===== src/red_pkg.sv =====
// ----------------------------------------------------------------------------
// red_pkg
// Shared widths, limits and stage types of the reflection extremum detector.
// ----------------------------------------------------------------------------
`default_nettype none

package red_pkg;

    localparam int MAX_TRACE_LEN = 4096;

    localparam int SAMPLE_W   = 32;
    localparam int DIFF_W     = SAMPLE_W;
    localparam int STRENGTH_W = SAMPLE_W + 1;
    localparam int POS_W      = 12;
    localparam int FOUND_W    = 12;
    localparam int COUNT_W    = $clog2(MAX_TRACE_LEN + 1);

    // Window taps: older and middle sample
    localparam int NUM_TAPS = 2;

    typedef logic signed [SAMPLE_W-1:0] t_sample;
    typedef logic [DIFF_W-1:0]          t_diff;
    typedef logic [STRENGTH_W-1:0]      t_strength;
    typedef logic [POS_W-1:0]           t_pos;
    typedef logic [FOUND_W-1:0]         t_found;
    typedef logic [COUNT_W-1:0]         t_count;

    // Control handed from the peak stage to the report stage
    typedef struct packed {
        logic valid;     // a beat occupies the stage
        logic extremum;  // middle sample tested and found a strict extremum
        logic last;      // beat closed its trace
        t_pos pos;       // index of the middle sample
    } t_peak_info;

endpackage

`default_nettype wire


===== src/red_tap_cell.sv =====
// ----------------------------------------------------------------------------
// red_tap_cell
// One window cell: holds a sample and hands it to its neighbor on shift.
// ----------------------------------------------------------------------------
`default_nettype none

module red_tap_cell (
    input  wire              i_clk,
    input  wire              i_rst_n,
    input  wire              i_shift,
    input  wire              i_clear,
    input  red_pkg::t_sample i_sample,
    output red_pkg::t_sample o_sample
);
    import red_pkg::*;

    t_sample r_sample;
    t_sample n_sample;

    always_comb begin
        n_sample = r_sample;
        if (i_clear) begin
            n_sample = '0;
        end else if (i_shift) begin
            n_sample = i_sample;
        end
    end

    always_ff @(posedge i_clk) begin
        if (!i_rst_n) begin
            r_sample <= '0;
        end else begin
            r_sample <= n_sample;
        end
    end

    assign o_sample = r_sample;

endmodule

`default_nettype wire


===== src/red_peak_stage.sv =====
// ----------------------------------------------------------------------------
// red_peak_stage
// First stage: strict extremum test and absolute neighbor differences.
// ----------------------------------------------------------------------------
`default_nettype none

module red_peak_stage (
    input  wire                 i_clk,
    input  wire                 i_rst_n,
    input  wire                 i_advance,
    input  wire                 i_accept,
    input  wire                 i_last,
    input  red_pkg::t_count     i_count,
    input  red_pkg::t_sample    i_older,
    input  red_pkg::t_sample    i_middle,
    input  red_pkg::t_sample    i_newest,
    output red_pkg::t_peak_info o_info,
    output red_pkg::t_diff      o_diff_older,
    output red_pkg::t_diff      o_diff_newest
);
    import red_pkg::*;

    t_peak_info r_info;
    t_peak_info n_info;
    t_diff      r_diff_older;
    t_diff      r_diff_newest;
    t_diff      n_diff_older;
    t_diff      n_diff_newest;

    logic                  gt_older, gt_newest, lt_older, lt_newest;
    logic                  tested;
    logic signed [DIFF_W:0] sub_older, sub_newest;
    t_count                pos_full;

    always_comb begin
        gt_older  = i_middle > i_older;
        lt_older  = i_middle < i_older;
        gt_newest = i_middle > i_newest;
        lt_newest = i_middle < i_newest;

        sub_older  = {i_middle[SAMPLE_W-1], i_middle} - {i_older[SAMPLE_W-1], i_older};
        sub_newest = {i_middle[SAMPLE_W-1], i_middle} - {i_newest[SAMPLE_W-1], i_newest};
        n_diff_older  = sub_older[DIFF_W]  ? DIFF_W'(-sub_older)  : sub_older[DIFF_W-1:0];
        n_diff_newest = sub_newest[DIFF_W] ? DIFF_W'(-sub_newest) : sub_newest[DIFF_W-1:0];

        // middle is testable only with two neighbors and inside the length limit
        tested   = (i_count >= COUNT_W'(2)) && (i_count < COUNT_W'(MAX_TRACE_LEN));
        pos_full = i_count - COUNT_W'(1);

        n_info.valid    = i_accept;
        n_info.extremum = tested && ((gt_older && gt_newest) || (lt_older && lt_newest));
        n_info.last     = i_last;
        n_info.pos      = pos_full[POS_W-1:0];
    end

    always_ff @(posedge i_clk) begin
        if (!i_rst_n) begin
            r_info.valid <= 1'b0;
        end else if (i_advance) begin
            r_info.valid <= n_info.valid;
        end
        if (i_advance) begin
            r_info.extremum <= n_info.extremum;
            r_info.last     <= n_info.last;
            r_info.pos      <= n_info.pos;
            r_diff_older    <= n_diff_older;
            r_diff_newest   <= n_diff_newest;
        end
    end

    assign o_info        = r_info;
    assign o_diff_older  = r_diff_older;
    assign o_diff_newest = r_diff_newest;

endmodule

`default_nettype wire


===== src/red_report_stage.sv =====
// ----------------------------------------------------------------------------
// red_report_stage
// Second stage: strength sum, threshold compare, reflection count, output reg.
// ----------------------------------------------------------------------------
`default_nettype none

module red_report_stage (
    input  wire                 i_clk,
    input  wire                 i_rst_n,
    input  wire                 i_advance,
    input  red_pkg::t_peak_info i_info,
    input  red_pkg::t_diff      i_diff_older,
    input  red_pkg::t_diff      i_diff_newest,
    input  red_pkg::t_strength  i_threshold,
    output logic                o_valid,
    output red_pkg::t_pos       o_position,
    output red_pkg::t_strength  o_strength,
    output red_pkg::t_found     o_reflection_number
);
    import red_pkg::*;

    logic      r_valid;
    t_found    r_found;
    t_found    n_found;
    t_pos      r_position;
    t_strength r_strength;
    t_found    r_number;

    t_strength sum;
    logic      hit;

    always_comb begin
        sum = {1'b0, i_diff_older} + {1'b0, i_diff_newest};
        hit = i_info.valid && i_info.extremum && (sum >= i_threshold);

        n_found = r_found;
        if (hit) begin
            n_found = r_found + FOUND_W'(1);
        end
        // trace end restarts the count after its own result
        if (i_info.valid && i_info.last) begin
            n_found = '0;
        end
    end

    always_ff @(posedge i_clk) begin
        if (!i_rst_n) begin
            r_valid <= 1'b0;
            r_found <= '0;
        end else if (i_advance) begin
            r_valid <= hit;
            r_found <= n_found;
        end
    end

    always_ff @(posedge i_clk) begin
        if (i_advance && hit) begin
            r_position <= i_info.pos;
            r_strength <= sum;
            r_number   <= r_found;
        end
    end

    assign o_valid             = r_valid;
    assign o_position          = r_position;
    assign o_strength          = r_strength;
    assign o_reflection_number = r_number;

endmodule

`default_nettype wire


===== src/reflection_extremum_detector_core.sv =====
// ----------------------------------------------------------------------------
// reflection_extremum_detector_core
// Reports strict local extrema of an impedance profile above a threshold.
// ----------------------------------------------------------------------------
// Usage:
//   Input channel (i_in_valid / o_in_ready) carries one signed Q16.16 sample
//   per beat plus i_trace_end on the last sample of a trace. Output channel
//   (o_out_valid / i_out_ready) carries position, strength and reflection
//   number of the middle sample of the three-sample window when it is a
//   strict extremum with strength >= threshold. Config channel
//   (i_cfg_valid / o_cfg_ready) writes the 33-bit threshold; always ready,
//   write only while no beat is in flight.
//   Throughput: one sample per cycle while the receiver does not stall.
//   The window is two tap cells that shift each beat taken below the length
//   limit; the peak stage and then the report stage register a result once
//   the beat that holds the right neighbor is accepted.
//   Reset (synchronous, active low) clears window, counters, threshold and
//   both stage valids. When the receiver stalls, the output register holds
//   its beat and o_in_ready drops, freezing the whole pipeline; the next
//   result can be offered in the cycle after the held one is accepted.
//   Samples past the length limit of a trace are dropped until trace end.
// ----------------------------------------------------------------------------
`default_nettype none

module reflection_extremum_detector_core (
    input  wire                i_clk,
    input  wire                i_rst_n,
    input  wire                i_in_valid,
    output logic               o_in_ready,
    input  red_pkg::t_sample   i_sample,
    input  wire                i_trace_end,
    output logic               o_out_valid,
    input  wire                i_out_ready,
    output red_pkg::t_pos      o_position,
    output red_pkg::t_strength o_strength,
    output red_pkg::t_found    o_reflection_number,
    input  wire                i_cfg_valid,
    output logic               o_cfg_ready,
    input  red_pkg::t_strength i_cfg_threshold
);
    import red_pkg::*;

    logic       advance;
    logic       accept;
    logic       take;
    t_count     r_sample_count;
    t_count     n_sample_count;
    t_strength  r_threshold;
    t_sample    taps [NUM_TAPS+1];
    t_peak_info peak_info;
    t_diff      diff_older;
    t_diff      diff_newest;

    // advance the pipeline unless a result is held
    assign advance     = !o_out_valid || i_out_ready;
    assign o_in_ready  = advance;
    assign o_cfg_ready = 1'b1;
    assign accept      = i_in_valid && advance;
    assign take        = accept && (r_sample_count < COUNT_W'(MAX_TRACE_LEN));

    always_comb begin
        n_sample_count = r_sample_count;
        if (accept) begin
            if (i_trace_end) begin
                n_sample_count = '0;
            end else if (take) begin
                n_sample_count = r_sample_count + COUNT_W'(1);
            end
        end
    end

    always_ff @(posedge i_clk) begin
        if (!i_rst_n) begin
            r_sample_count <= '0;
            r_threshold    <= '0;
        end else begin
            r_sample_count <= n_sample_count;
            if (i_cfg_valid) begin
                r_threshold <= i_cfg_threshold;
            end
        end
    end

    // taps[0] is the newest sample, taps[NUM_TAPS] the oldest
    assign taps[0] = i_sample;

    genvar g;
    generate
        for (g = 0; g < NUM_TAPS; g++) begin : g_tap
            red_tap_cell u_cell (
                .i_clk    (i_clk),
                .i_rst_n  (i_rst_n),
                .i_shift  (take),
                .i_clear  (accept && i_trace_end),
                .i_sample (taps[g]),
                .o_sample (taps[g+1])
            );
        end
    endgenerate

    red_peak_stage u_peak (
        .i_clk         (i_clk),
        .i_rst_n       (i_rst_n),
        .i_advance     (advance),
        .i_accept      (accept),
        .i_last        (i_trace_end),
        .i_count       (r_sample_count),
        .i_older       (taps[2]),
        .i_middle      (taps[1]),
        .i_newest      (taps[0]),
        .o_info        (peak_info),
        .o_diff_older  (diff_older),
        .o_diff_newest (diff_newest)
    );

    red_report_stage u_report (
        .i_clk               (i_clk),
        .i_rst_n             (i_rst_n),
        .i_advance           (advance),
        .i_info              (peak_info),
        .i_diff_older        (diff_older),
        .i_diff_newest       (diff_newest),
        .i_threshold         (r_threshold),
        .o_valid             (o_out_valid),
        .o_position          (o_position),
        .o_strength          (o_strength),
        .o_reflection_number (o_reflection_number)
    );

endmodule

`default_nettype wire


===== config.mk =====
export PLATFORM = sky130hd
export DESIGN_NAME = reflection_extremum_detector_core
export DESIGN_NICKNAME = d
export VERILOG_FILES = /design/src/red_pkg.sv /design/src/red_tap_cell.sv /design/src/red_peak_stage.sv /design/src/red_report_stage.sv /design/src/reflection_extremum_detector_core.sv
export SDC_FILE = /design/constraint.sdc
export NUM_CORES = 1
export LEC_CHECK = 0
export ABC_AREA = 1
export BUFFER_PORTS_ARGS = -buffer_cell sky130_fd_sc_hd__buf_2
export CAP_MARGIN = 20
export CORE_MARGIN = 3
export CORE_UTILIZATION = 60
export DETAILED_ROUTE_END_ITERATION = 8
export GPL_TIMING_DRIVEN = 0
export PLACE_DENSITY_LB_ADDON = 0.12
export SYNTH_ARGS = -nofsm -noshare
export SYNTH_HDL_FRONTEND = slang
export SYNTH_SLANG_ARGS = --single-unit

===== constraint.sdc =====
create_clock -name i_clk -period 5.3 [get_ports i_clk]
set_input_delay 0.795 -clock i_clk [delete_from_list [all_inputs] [get_ports i_clk]]
set_output_delay 0.795 -clock i_clk [all_outputs]
set_load 0.1 [all_outputs]

==> qor.txt, run 1 <==
Psw: 4.144 mW
routed len/inst: 15.81 µm
FILL cells: 2603
global route overflow: 0
critical path peak fanout: 47
unrepaired setup endpoints after global routing: no
EDFF count, synth: 135
clock transition at the registers of the reported paths: 0.06 ns
Logic pwr share: 0.496
Avg Vias per Cell: 5.349
MaxCap Viol Count: 0
Horiz. Die Dim: 181.1 µm
largest net degree at the start of global routing: 84
vias in the first global route: 15850
placed insts: 3139
Remaining DRCs: 0
share of layout cells above drive strength 1: 0.08426
Final Net Count: 2989
Die H: 181.1 µm
Finished Layout Cells: 3191
Sw Ratio: 0.4248
clock skew: 0.01277 ns
Multi-input gate area: 9922 µm²
final setup vio count: 0
initial DRC count: 1206
class of the worst hold path: reg -> reg
pre-CTS WS: 0.1023 ns
register bit total from synthesis: 259
GPL Wtd Cong: 0.9676
IO Port Bufs: 128
Num CTS Buffers: 28
Finished Cell Area: 20590 µm²
Sequential Area: 6536 µm²
maximum VDD drop: 255.6 µV
internal cell power: 5.611 mW
Critical Path RT: 5.56 ns
area of the core: 29950 µm²
initial antenna violation count: 0
clk sink count: 259
Hold WS: 0.4196 ns
Max Slew Vio Count: 0
H-tree levels: 1
Yosys cell types: 53
crit path DAT: 5.17 ns
area delta synth->final: 11.93%
Cell Area, Synth: 18400 µm²
I/O pins: 131
PwrDens: 473.8 nW/µm²
DP Area: 19550 µm²
Cells after Synth: 2620
final worst slack: 0.3875 ns
drt pass-1 iters: 5
# rows: 63
CP startpoint kind: flop
Total Wirelength: 50.44 mm
Yosys top cell area share: 0.2204
sequential share of power: 0.284
Hold Vio Cnt, Final: 0
Synth Warn #: 0
worst reg2reg path depth: 21
syn nets: 2830
hold path depth: 0
Final Critical Period: 4.912 ns
CTS tree: done
GRT Resource Usage Total: 0.2984
sequential share of the synthesized area: 0.3553
max-slew headroom at the worst pin: 0.3623
DP HPWL: 40.50 mm
ys flop type: edfxtp_1
Yosys top cell by area: edfxtp_1
Slew @ Worst Pin: 0.9565 ns
fin util: 0.6874
clock latency on the worst-skew pair: 0.57 ns
syn avg cell area: 7.022 µm²
Max Freq: 203.6 MHz
antenna viol nets, final: 0
ant diodes: 0
Critical Path Sink Type: flop
Die ar.: 32800 µm²
Lkg Pwr: 10.23 nW
Final Cycle Share: 0.9269
Async S/R FF share, synth: 0
Clk pwr share: 0.220
routed vias: 17070
global-route wire length before repair: 79.98 mm
Setup Fix Bufs, Post-CTS: 0
# hold bufs at CTS: 0
Max clock buf depth: 3
root buffer cell: clkbuf_16
Initial Util: 0.6142
run status: finished clean
critical path type: reg -> reg
top area cells in the synthesized netlist: edfxtp_1, nand2_1, dfxtp_1
-- worst max-delay path: stages (launching register included) --
cell      delay, ns
edfxtp_1       0.40
ha_1           0.35
nand3_1        0.11
nand3_1        0.12
a21oi_2        0.26
o21ai_0        0.16
a21oi_1        0.34
o21ai_0        0.25
a21boi_2       0.28
o21ai_0        0.12
nand2_1        0.07
nand2_1        0.10
ha_1           0.31
nand2_1        0.13
nor4_1         0.45
nand3_1        0.12
nand2_1        0.09
a21oi_1        0.06
nand3_1        0.14
nand3_1        0.14
clkinv_2       0.27
buf_12         0.29
-- cell families (layout without fill, tap and decap cells) --
family | Yosys count | in the layout | share of synthesized area
XOR/XNOR | 109 | 109 | 0.05455
AO/OA/AOI/OAI | 403 | 403 | 0.1165
flip-flops | 259 | 259 | 0.3553
other | 1 | 1 | 0.0002038
AND/OR/NAND/NOR | 1198 | 1198 | 0.2719
buffers and inverters | 511 | 692 | 0.1058
adder cells (fa/ha/maj) | 139 | 139 | 0.09576
-- cells in the mapped netlist, types with 2 or more instances --
| library cell | instances |
|---|---|
| nand2_1 | 737 |
| inv_1 | 464 |
| a21oi_1 | 212 |
| nor2_1 | 204 |
| o21ai_0 | 150 |
| nand3_1 | 137 |
| ha_1 | 136 |
| edfxtp_1 | 135 |
| dfxtp_1 | 124 |
| xor2_1 | 66 |
| xnor2_1 | 38 |
| clkbuf_1 | 36 |
| nand4_1 | 33 |
| nor3_1 | 25 |
| nor2_2 | 16 |
| nand3b_1 | 12 |
| a31oi_1 | 8 |
| nor4_1 | 7 |
| nand2_2 | 6 |
| nand3_2 | 6 |
| o21a_1 | 6 |
| o21bai_1 | 6 |
| and2_1 | 5 |
| o211ai_1 | 5 |
| o21ai_2 | 4 |
| fa_1 | 3 |
| inv_2 | 3 |
| xor2_2 | 3 |
| a211oi_1 | 2 |
| a21boi_0 | 2 |
| and3_1 | 2 |
| buf_2 | 2 |
| buf_4 | 2 |
| buf_6 | 2 |
| nor3b_1 | 2 |
| o31ai_2 | 2 |
-- power groups by stage --
stage                     registers (mW)  logic, mW  clock network [mW]
after floorplan                     2.76       3.50                   0
after global placement              2.81       4.54                   0
after detailed placement            2.81       4.69                   0
after CTS                           2.78       4.74                2.18
after global routing                2.79       5.46                2.26
final                               2.77       4.84                2.15
-- final timing paths --
| check | startpoint | to | slack (ns) |
|---|---|---|---|
| worst max-delay path | u_peak.o_diff_newest[2] | u_report.o_strength[3] | 0.39 |
| worst min-delay path | u_peak.o_info[11] | u_report.o_position[11] | 0.42 |
| worst max register to register | u_peak.o_diff_newest[2] | u_report.o_strength[3] | 0.39 |
| worst min register to register | u_peak.o_info[11] | u_report.o_position[11] | 0.42 |
-- timing repair --
action | in CTS | in global routing
setup endpoints to repair | 0 | 69
hold endpoints to repair | 0 | 0
resized for setup | 0 | 6
-- cells in the final DEF, fill, tap and decap left out, drive strengths merged, types with 2 or more instances in the layout --
cell	netlist	final
o31ai	3	3
nand4	33	33
and3	2	2
clkinv	1	8
edfxtp	135	135
a31oi	8	8
xnor2	39	39
nand3	143	143
and2	5	5
a21boi	2	2
nor2	221	221
o21ai	155	155
o21bai	6	6
o211ai	5	5
nor3b	2	2
clkbuf	36	71
nor3	26	26
buf	6	135
xor2	70	70
inv	468	467
fa	3	3
nand2	744	744
nand3b	13	13
ha	136	136
a21oi	212	212
clkinvlp	0	5
nor4	8	8
bufinv	0	6
o21a	6	6
dfxtp	124	124
a211oi	2	2
-- area by class of cell --
cell class,instances,area share
buffer,42,0.008932
clock buffer,35,0.03682
clock inverter,17,0.01337
inverter,469,0.08580
multi-input combinational,1850,0.4819
sequential,259,0.3174
tap,390,0.02370
timing repair buffer,129,0.03208
-- stage by stage --
| step | TNS (ns) | total power, mW |
|---|---|---|
| 5_1_grt | 0 | 10.51 |
| 3_3_place_gp | -58.74 | 7.354 |
| 6_report | 0 | 9.756 |
| 2_1_floorplan | 0 | 6.261 |
| 4_1_cts | 0 | 9.700 |
| 3_5_place_dp | 0 | 7.505 |
-- metal layers --
metal | vias to the layer above | wire, µm | global-route usage
met5 | - | 0 | 0
met4 | 0 | 2096 | 0.1042
met3 | 88 | 2888 | 0.03000
met2 | 548 | 23320 | 0.5148
met1 | 7713 | 22130 | 0.3923
li1 | 8720 | - | -
-- sequential cells by signal, summed over array words and instances, names as in the netlist --
name and flops:
u_peak.o_diff_older 32, r_sample_count 13, u_report.o_strength 33, u_report.r_found 12, r_threshold 33, u_report.o_position 12, u_peak.o_info 15, u_report.o_reflection_number 12
g_tap.u_cell.o_sample 64, u_peak.o_diff_newest 32, u_report.o_valid 1
Power figures use the tool's default switching activity.
==> run 2, diff against run 1 <==
Settings changed: CORE_UTILIZATION 60 to 34, CTS_CLUSTER_DIAMETER set to 30, SYNTH_HIERARCHICAL set to 1.
==> qor.txt, run 2 <==
run status: finished clean
uppermost routed layer: met4
worst reg2reg path depth: 22 (+4.8%)
commonest non-fill, non-tap cell in the layout: nand2_1
wl on met1: 26.97 mm (+22%)
I/O pins: 131 (unchanged)
cts repair resizes: 0 (unchanged)
drt pass-1 iters: 7 (+2)
register bit total from synthesis: 259 (unchanged)
critical path, cell by cell: ha_1 > fa_1 > nand3_1 > nand2_1 > nand4_1 > nand3_2 > nand2_1 > nand2_1 > nand2_1 > nand2_1 > nand2_1 > nand3_1 > ha_1 > nand2_1 > nor2_2 > nand2_1 > nor2_1 > nand3b_1 > nand4_2 > nand2_4 > inv_2 > buf_12
Avg Vias per Cell: 4.657 (-13%)
crit-path max cell delay: 0.45 ns (about the same)
Critical Path Sink Type: flop
Die ar.: 61130 µm² (+86%)
Yosys top cell area share: 0.2049 (-0.01549)
Cells after Synth: 2890 (+10%)
H-tree levels: 3 (+2)
Total Wirelength: 59.74 mm (+18%)
CTS tree: done
Hold Vio Cnt, Final: 0 (unchanged)
Yosys cell types: 59 (+11%)
Max Freq: 222.8 MHz (+9.5%)
Max clock buf depth: 3 (unchanged)
GPL Wtd Cong: 0.9113 (-5.8%)
Compound-Gate Fraction of Synth Area: 0.08561 (-0.03089)
pre-CTS WS: 0.7351 ns (+0.6327 ns)
MaxCap Viol Count: 0 (unchanged)
top area cells in the synthesized netlist: edfxtp_1, nand2_1, dfxtp_1
met2 routed WL: 28.66 mm (+23%)
class of the worst hold path: reg -> reg
post-synthesis simple-gate area fraction: 0.3277 (+0.05575)
maximum VDD drop: 364.3 µV (+43%)
ant diodes: 0 (unchanged)
cell at the slowest stage of the critical path: fa_1
hold path depth: 0 (unchanged)
Final Net Count: 3302 (+10%)
Critical Path RT: 5.56 ns (about the same)
commonest non-fill, non-tap cells in the layout: nand2_1, inv_1, nor2_1
clock latency on the worst-skew pair: 0.59 ns (+0.02 ns)
initial DRC count: 901 (-25%)
Horiz. Die Dim: 247.2 µm (+37%)
Lkg Pwr: 11.95 nW (+17%)
Async S/R FF share, synth: 0 (unchanged)
crit path DAT: 4.75 ns (-0.42 ns)
FILL cells: 5967 (+130%)
largest net degree at the start of global routing: 87 (+3.6%)
routed vias: 18170 (+6.4%)
DP HPWL: 49.56 mm (+22%)
root buffer cell: clkbuf_16
antenna viol nets, final: 0 (unchanged)
unrepaired setup endpoints after global routing: no
# hold bufs at CTS: 0 (unchanged)
IO Port Bufs: 129 (+0.78%)
clk sink count: 259 (unchanged)
Die H: 247.2 µm (+37%)
clock skew: 0.02587 ns (+0.01310 ns)
GRT Resource Usage Total: 0.1959 (-0.1025)
met3 WL post-DR: 2.453 mm (-15%)
vias in the first global route: 17830 (+13%)
most frequent CP cell: nand2_1
Synth Area in Adders: 0.08966 (-0.006101)
Cell Area, Synth: 19790 µm² (+7.6%)
syn avg cell area: 6.847 µm² (-2.5%)
clock transition at the registers of the reported paths: 0.05 ns (about the same)
max-slew headroom at the worst pin: 0.5581 (+0.1958)
critical path peak fanout: 40 (-15%)
main combinational cell family by area after synthesis: simple AND/OR/NAND/NOR gates
post-synthesis mux area share: 0 (unchanged)
fin util: 0.4180 (-0.2694)
critical path type: reg -> reg
Yosys top cell by area: edfxtp_1
Synth Warn #: 6 (+6)
post-route setup TNS: 0 ns (unchanged)
post-synthesis xor/xnor area fraction: 0.04780 (-0.006744)
Initial Util: 0.3476 (-0.2666)
# rows: 87 (+38%)
ys flop type: edfxtp_1
Finished Layout Cells: 3901 (+22%)
initial antenna violation count: 0 (unchanged)
Max Slew Vio Count: 0 (unchanged)
Post-synth top cells: nand2_1, inv_1, nor2_1
final worst slack: 0.8124 ns (+0.4248 ns)
global-route wire length before repair: 92.91 mm (+16%)
area of the core: 56930 µm² (+90%)
max reg flops: 64 (unchanged)
Final Critical Period: 4.488 ns (-0.4248 ns)
Final Cycle Share: 0.8467 (-0.08015)
syn nets: 3101 (+9.6%)
count leader, synth: nand2_1
sequential share of the synthesized area: 0.3303 (-0.02498)
Hold WS: 0.4023 ns (-0.01731 ns)
routed len/inst: 15.31 µm (-3.1%)
share of layout cells above drive strength 1: 0.1320 (+0.04770)
EDFF count, synth: 135 (unchanged)
Num CTS Buffers: 68 (+140%)
area delta synth->final: 20.26%
Slew @ Worst Pin: 0.6623 ns (-0.2942 ns)
Remaining DRCs: 0 (unchanged)
global route overflow: 0 (unchanged)
final setup vio count: 0 (unchanged)
CP startpoint kind: flop
PwrDens: 500.9 nW/µm² (+5.7%)
placed insts: 3776 (+20%)
Setup Fix Bufs, Post-CTS: 0 (unchanged)
==> run 2: cell types whose count changed in the layout (fill, tap and decap cells not counted), sizes merged, moves of 7 or more <==
cell and change:
nand2 +222, nor2 +93, o21ai -75, inv +53, buf +32, a21oi -28, clkbuf +20, nand3 +15
clkinv +13, xnor2 -11, a21o +7
==> run 2: worst paths after layout <==
kind                                         startpoint                      to  slack (ns)
worst max-delay path            u_peak/o_diff_newest[0]  u_report/o_strength[3]        0.81
worst min-delay path                   u_peak/o_info[6]  u_report/o_position[6]        0.40
worst max register to register  u_peak/o_diff_newest[0]  u_report/o_strength[3]        0.81
worst min register to register         u_peak/o_info[6]  u_report/o_position[6]        0.40
==> run 2: report_power, final <==
part / internal (mW) / switching, mW
combinational: 1.74 / 3.28
clock: 2.96 / 1.24
sequential: 2.58 / 0.122
==> run 2: stage by stage <==
stage | power (mW) | instance area, µm²
floorplan | 6.468 | 19790
global placement | 7.693 | 21380
detailed placement | 7.749 | 21400
CTS | 12.05 | 23770
global route | 12.91 | 23800
finish | 11.92 | 23800
==> run 2: cells by family (layout without fill, tap and decap cells) <==
group,Yosys count,after routing
other cells,1,1
buf+inv,561,816
xor+xnor,102,102
compound gates,296,296
simple gates,1531,1531
flops,259,259
fa+ha+maj,140,140
==> run 2: worst max-delay path, delay by kind of cell, from the launching register on <==
family                   cells  cell delay [ns]
buffers and inverters        2             0.64
adder cells (fa/ha/maj)      3             1.06
flip-flops                   1             0.41
AND/OR/NAND/NOR             17             2.01
==> run 2: area by class of cell <==
cell class / instances / area, µm² / area share
Buffer: 43 / 390.4 / 0.01640
Clock buffer: 84 / 1854 / 0.07792
Clock inverter: 40 / 515.5 / 0.02166
Inverter: 518 / 1959 / 0.08234
Multi-Input combinational cell: 2070 / 10900 / 0.4581
Sequential cell: 259 / 6536 / 0.2747
Tap cell: 756 / 945.9 / 0.03975
Timing Repair Buffer: 131 / 693.2 / 0.02913
==> run 2: routing by layer <==
metal  up-vias  global-route usage
met2       366              0.3448
li1       9531                   -
met4         0             0.06505
met5         -                   0
met3       101             0.03210
met1      8170              0.2429
